**config.mk**
```make
export PLATFORM = sky130hd
export DESIGN_NAME = tlpw_ctrl
export DESIGN_NICKNAME = d
export VERILOG_FILES = /design/src/rtl/core/tlpw_pkg.sv /design/src/rtl/core/tlpw_ctrl.sv
export SDC_FILE = /design/constraint.sdc
export NUM_CORES = 1
export LEC_CHECK = 0
export ABC_AREA = 1
export BUFFER_PORTS_ARGS = -buffer_cell sky130_fd_sc_hd__buf_2
export CAP_MARGIN = 0
export CORE_MARGIN = 2
export CORE_UTILIZATION = 43
export DETAILED_ROUTE_END_ITERATION = 10
export HOLD_SLACK_MARGIN = 0.12
export PLACE_DENSITY = 0.82
export REMOVE_ABC_BUFFERS = 1
export SKIP_CTS_REPAIR_TIMING = 1
export SLEW_MARGIN = 10
export SYNTH_ARGS = -nofsm -noshare
export SYNTH_HDL_FRONTEND = slang
export SYNTH_SLANG_ARGS = --single-unit
```
**constraint.sdc**
```tcl
create_clock -name i_clk -period 1.05 [get_ports i_clk]
set_clock_uncertainty 0.05 [all_clocks]
set_input_delay 0.0525 -clock i_clk [delete_from_list [all_inputs] [get_ports i_clk]]
set_output_delay 0.0525 -clock i_clk [all_outputs]
set_load 0.05 [all_outputs]
```
**src/rtl/core/tlpw_pkg.sv**
```systemverilog
// ----------------------------------------------------------------------------
// tlpw_pkg
// Shared types and constants of the two-level page walk memory unit.
// ----------------------------------------------------------------------------
`default_nettype none

package tlpw_pkg;

    localparam int MEM_ADDR_BITS_DEF = 16;

    localparam int S_TDATA_W = 72;
    localparam int M_TDATA_W = 40;
    localparam int CFG_DATA_W = 20;

    typedef enum logic [1:0] {
        OP_VREAD  = 2'd0,
        OP_VWRITE = 2'd1,
        OP_PREAD  = 2'd2,
        OP_PWRITE = 2'd3
    } t_op;

    typedef enum logic {
        CFG_PAGING   = 1'b0,
        CFG_DIR_BASE = 1'b1
    } t_cfg_idx;

    typedef struct packed {
        logic ld_item;
        logic walk_dir;
        logic walk_tab;
        logic set_base;
        logic set_second;
        logic set_fault;
        logic mem_acc;
        logic cap_read;
        logic set_out;
    } t_cmd;

    typedef struct packed {
        logic len_zero;
        logic translate;
        logic split;
        logic second;
        logic present;
    } t_stat;

endpackage

`default_nettype wire

```
**src/rtl/core/tlpw_ctrl.sv**
```systemverilog
// ----------------------------------------------------------------------------
// tlpw_ctrl
// Sequencer: runs an item through any walk, access and result hand-off.
// ----------------------------------------------------------------------------
`default_nettype none

module tlpw_ctrl import tlpw_pkg::*; (
    input  wire   i_clk,
    input  wire   i_rst_n,
    input  wire   i_in_valid,
    output logic  o_in_ready,
    input  wire   i_out_ready,
    output logic  o_out_valid,
    input  t_stat i_stat,
    output t_cmd  o_cmd
);

    typedef enum logic [6:0] {
        S_IDLE  = 7'b0000001,
        S_START = 7'b0000010,
        S_TAB   = 7'b0000100,
        S_BASE  = 7'b0001000,
        S_ACC   = 7'b0010000,
        S_CAP   = 7'b0100000,
        S_DONE  = 7'b1000000
    } t_state;

    t_state r_state, n_state;
    logic   r_out_valid, n_out_valid;

    always_comb begin
        n_state = r_state;
        o_cmd   = '0;
        case (r_state)
            S_IDLE: begin
                if (i_in_valid) begin
                    o_cmd.ld_item = 1'b1;
                    n_state = S_START;
                end
            end
            S_START: begin
                if (i_stat.len_zero) begin
                    n_state = S_DONE;
                end else if (!i_stat.translate) begin
                    n_state = S_ACC;
                end else begin
                    o_cmd.walk_dir = 1'b1;
                    n_state = S_TAB;
                end
            end
            S_TAB: begin
                if (!i_stat.present) begin
                    o_cmd.set_fault = 1'b1;
                    n_state = S_DONE;
                end else begin
                    o_cmd.walk_tab = 1'b1;
                    n_state = S_BASE;
                end
            end
            S_BASE: begin
                if (!i_stat.present) begin
                    o_cmd.set_fault = 1'b1;
                    n_state = S_DONE;
                end else begin
                    o_cmd.set_base = 1'b1;
                    if (i_stat.split && !i_stat.second) begin
                        o_cmd.set_second = 1'b1;
                        n_state = S_START;
                    end else begin
                        n_state = S_ACC;
                    end
                end
            end
            S_ACC: begin
                o_cmd.mem_acc = 1'b1;
                n_state = S_CAP;
            end
            S_CAP: begin
                o_cmd.cap_read = 1'b1;
                n_state = S_DONE;
            end
            S_DONE: begin
                if (!r_out_valid || i_out_ready) begin
                    o_cmd.set_out = 1'b1;
                    n_state = S_IDLE;
                end
            end
            default: begin
                n_state = S_IDLE;
            end
        endcase
    end

    always_comb begin
        n_out_valid = r_out_valid && !i_out_ready;
        if (o_cmd.set_out) begin
            n_out_valid = 1'b1;
        end
    end

    always_ff @(posedge i_clk) begin
        if (!i_rst_n) begin
            r_state     <= S_IDLE;
            r_out_valid <= 1'b0;
        end else begin
            r_state     <= n_state;
            r_out_valid <= n_out_valid;
        end
    end

    assign o_in_ready  = (r_state == S_IDLE);
    assign o_out_valid = r_out_valid;

endmodule

`default_nettype wire

```
Word level (Yosys, flattened, before mapping)
Index checks and enable logic that the tools add are counted.
- register bits: 8
- logic and storage cells: 44
- equal/unequal tests: 9
- muxes and demuxes: 25
- reductions and logical operators: 8
- operators with widths (operator ; number):
    $pmux W7 S7 ; 1
    $mux W7 ; 5
    $mux W1 ; 15
    $mux W5 ; 2
    $eq A7 B1 Y1 const B ; 1
    $eq A7 B2 Y1 const B ; 1
    $eq A7 B3 Y1 const B ; 1
    $eq A7 B4 Y1 const B ; 1
    $eq A7 B5 Y1 const B ; 1
    $eq A7 B6 Y1 const B ; 1
    $eq A7 B7 Y1 const B ; 1
    $mux W2 ; 2
    $ne A2 B2 Y1 const B ; 2
    $logic_not A1 Y1 ; 3
    $logic_and A1 B1 Y1 ; 2
    $reduce_and A2 Y1 ; 1
    $reduce_or A2 Y1 ; 1
    $logic_or A1 B1 Y1 ; 1

Longest topological paths before layout
- depth in word-level cells: 5
- depth in mapped cells: 10
- depth with buffers taken out: 10

Least setup slack after synthesis
OpenSTA, ideal clock, no wires.
- path type: flip-flop to output port
- from: register r_state[6]
- to: output port o_cmd[7] (netlist name)
- data arrival time: 1.812 ns
- data required time: 0.947 ns
- setup slack: -0.864 ns
- stages on the path, launching flop included: 6
- path buffers: 0
- cells stage by stage: dfxtp_1 inv_1 nand3_4 nor2_4 inv_1 nor3_1
- RTL lines (item ; line ; source):
    from (decl) ; tlpw_ctrl.sv:28 ; t_state r_state, n_state;
    from (signal assigned) ; tlpw_ctrl.sv:106 ; r_state <= n_state;
    to (decl) ; tlpw_ctrl.sv:15 ; output t_cmd o_cmd

==> summary.txt <==
Status
  • Status: complete, but fails checks
  • Failing checks: setup timing

Critical path
  • CP delay by family, top: simple AND/OR/NAND/NOR gates
  • CP Class: reg -> out
  • Crit path required time: 950 ps
  • Buf/Inv on CP: 2
  • CP endpoint kind: output pin
  • Crit-path max FO: 5
  • Cell mode on critical path: nand3_1
  • Crit path DAT: 1460 ps
  • Max stage delay cell, worst path: dfxtp_4
  • Worst-path cell chain: nor2_4 -> nand3_1 -> nor2_2 -> nand3_1 -> inv_1 -> buf_6
  • Reg-to-reg startpoint: r_state[2]
  • Critical Path Max Stage Delay: 360 ps
  • Setup crit start kind: register
  • Worst Setup SP: r_state[0]

Cells and area
  • Most frequent cells in the layout: nor2_1, inv_1, buf_4
  • Area occupied by multi-input gates: slightly above 400 sq um
  • Final net count: 150
  • Fillers: 70
  • N_diodes: 0
  • Syn-to-layout area delta: 72.52%
  • Share of cells above drive strength 1: 53.96%
  • Commonest non-fill, non-tap cell in the layout: nor2_1
  • Storage cell area: 172.7 sq um

Timing
  • Worst-Margin Slew: 260.3 ps
  • Fmax: 641.9 MHz
  • Slew margin rel.: just over 80%
  • Worst Hold Slack: 40.00 ps
  • Setup_tns: -5654 ps
  • Worst Slack Setup Final: -507.8 ps
  • Fin. Hold Viols: 0
  • Fin crit share: 148.4%
  • Final setup violation count: 18
  • RSZ-0062 raised after global routing: true
  • Final Slew Violations: 0
  • Tmin final: 1558 ps

Clock tree
  • Clock Path Buffers: 2
  • TritonCTS Buffers: 3
  • CTS tree: done
  • Clock tree sinks: 8
  • Clk Latency, worst-skew pair: 250 ps
  • H-Tree Depth: 1
  • Clk Tree Root Cell: clkbuf_4
  • Reg clk slew, reported paths: ~60 ps

Detailed routing
  • Vias: 870
  • Drt total wl: 2477 um
  • Routed wire per std cell: 16.08 um
  • Residual DRC: 0
  • Via/cell ratio: 5.649
  • DR pass1 iterations: 5
  • Initial drt markers: 65
  • Post-route ant nets: 0

Place
  • Final HPWL DP: 1225 um
  • Port buffer count: 19
  • RD Place Congestion: 0.8959

Global routing
  • Vias in the first global route: roughly 540
  • Wire length of the first global-routing pass: 2159 um
  • Largest net degree at the start of global routing: 6
  • GRT overflow: 0
  • Total track usage: between 20% and 30%
  • Antenna violations before repair: 0

Power and ir drop
  • Lkg Pwr: 0.5304 nW
  • Power per cell area: 1384 nW/um^2
  • Maximum vdd ir drop: about 1100 uV

Min path
  • Hold Crit Start: i_out_ready
  • HP Class: in -> reg

Synth
  • Count of state elements after synthesis: 8
  • Syn avg cell area: 5.918 sq um
  • Netlist Area Pre-Place: 591.8 sq um
  • Sequential area share after synthesis: 27.06%
  • Synth Instances: 100
  • Library cells used by synthesis: 15
  • Synth warn: 0

Floorplan
  • Ports: 20
  • Standard-cell rows: 13
  • Chip width: between 40 and 50 um
  • Die Height: between 40 and 50 um
  • Initial Util: approximately 45%
  • Die ar.: 1689 sq um
  • Core Box Area: 1301 sq um

Job
  • MaxCap Viol Count: 0
[worst min-delay path: cells and delay by family]
kind	cells	cell delay [ps]
AOI/OAI and AO/OA	1	60
and+or+nand+nor	1	50
buffers and inverters	2	130
[state kept, by name, summed over array words and instances (netlist names)]
signal	count
o_out_valid	1
r_state	7
[cell families (layout without fill, tap and decap cells)]
kind of cell    Yosys count  after routing  share of synthesized area (%)
flops                     8              8                          27.06
compound gates            4              4                          3.381
buf+inv                  24             63                          15.22
simple gates             64             64                          54.34
[metrics by stage]
step                      worst slack, ps  utilization [%]  instances  power [mW]  instance area, sq um
after floorplan                    -864.4                -        100      0.7557                 591.8
after global placement             -238.4            59.42        143      0.8780                 773.2
after detailed placement           -255.9            59.42        143      0.8963                 773.2
after CTS                          -534.2            61.15        146       1.131                 795.8
after global routing               -624.4            78.46        154       1.477                  1021
final                              -507.8            78.46        154       1.413                  1021
[cells in the mapped netlist]
cell type | number | area share, %
nand2_1 | 16 | 10
dfxtp_1 | 8 | 27
nor3_1 | 2 | 1.7
nand3_1 | 12 | 10
nor4_1 | 1 | 1.1
inv_1 | 22 | 14
nand3_4 | 1 | 3.0
nand4_1 | 1 | 1.1
a21oi_1 | 3 | 2.5
o21ai_1 | 1 | 0.84
nor2_2 | 5 | 5.3
nand2_2 | 1 | 1.1
nor2_4 | 4 | 7.6
nor2_1 | 21 | 13
inv_2 | 2 | 1.3
[power breakdown]
group          switching [mW]  internal, mW  total, mW
clock                   0.108         0.131      0.239
sequential             0.0445         0.343      0.388
combinational           0.469         0.317      0.787
[metal layers]
metal / vias up / part of all wire [%] / global-route usage (%) / wire, um
met1: 382 / 35 / 23.72 / 863
met3: 27 / 11 / 5.435 / 279
li1: 386 / - / - / -
met5: - / 0 / 0 / 0
met4: 0 / 7.0 / 9.677 / 174
met2: 75 / 47 / 33.59 / 1160
[area by class of cell]
class	instances	area share, %
clock buffer	3	2.206
inverter	24	8.824
multi-input combinational	68	40.56
sequential	8	16.91
tap	15	1.838
timing repair buffer	36	29.66
[worst paths after layout]
kind,endpoint,slack (ps),cells past startpoint
worst min register to register,o_out_valid,510,4
worst min-delay path,o_out_valid,40,4
worst max-delay path,o_cmd[4],-510,6
worst max register to register,r_state[0],-320,8
(Power assumes the default switching activity.)
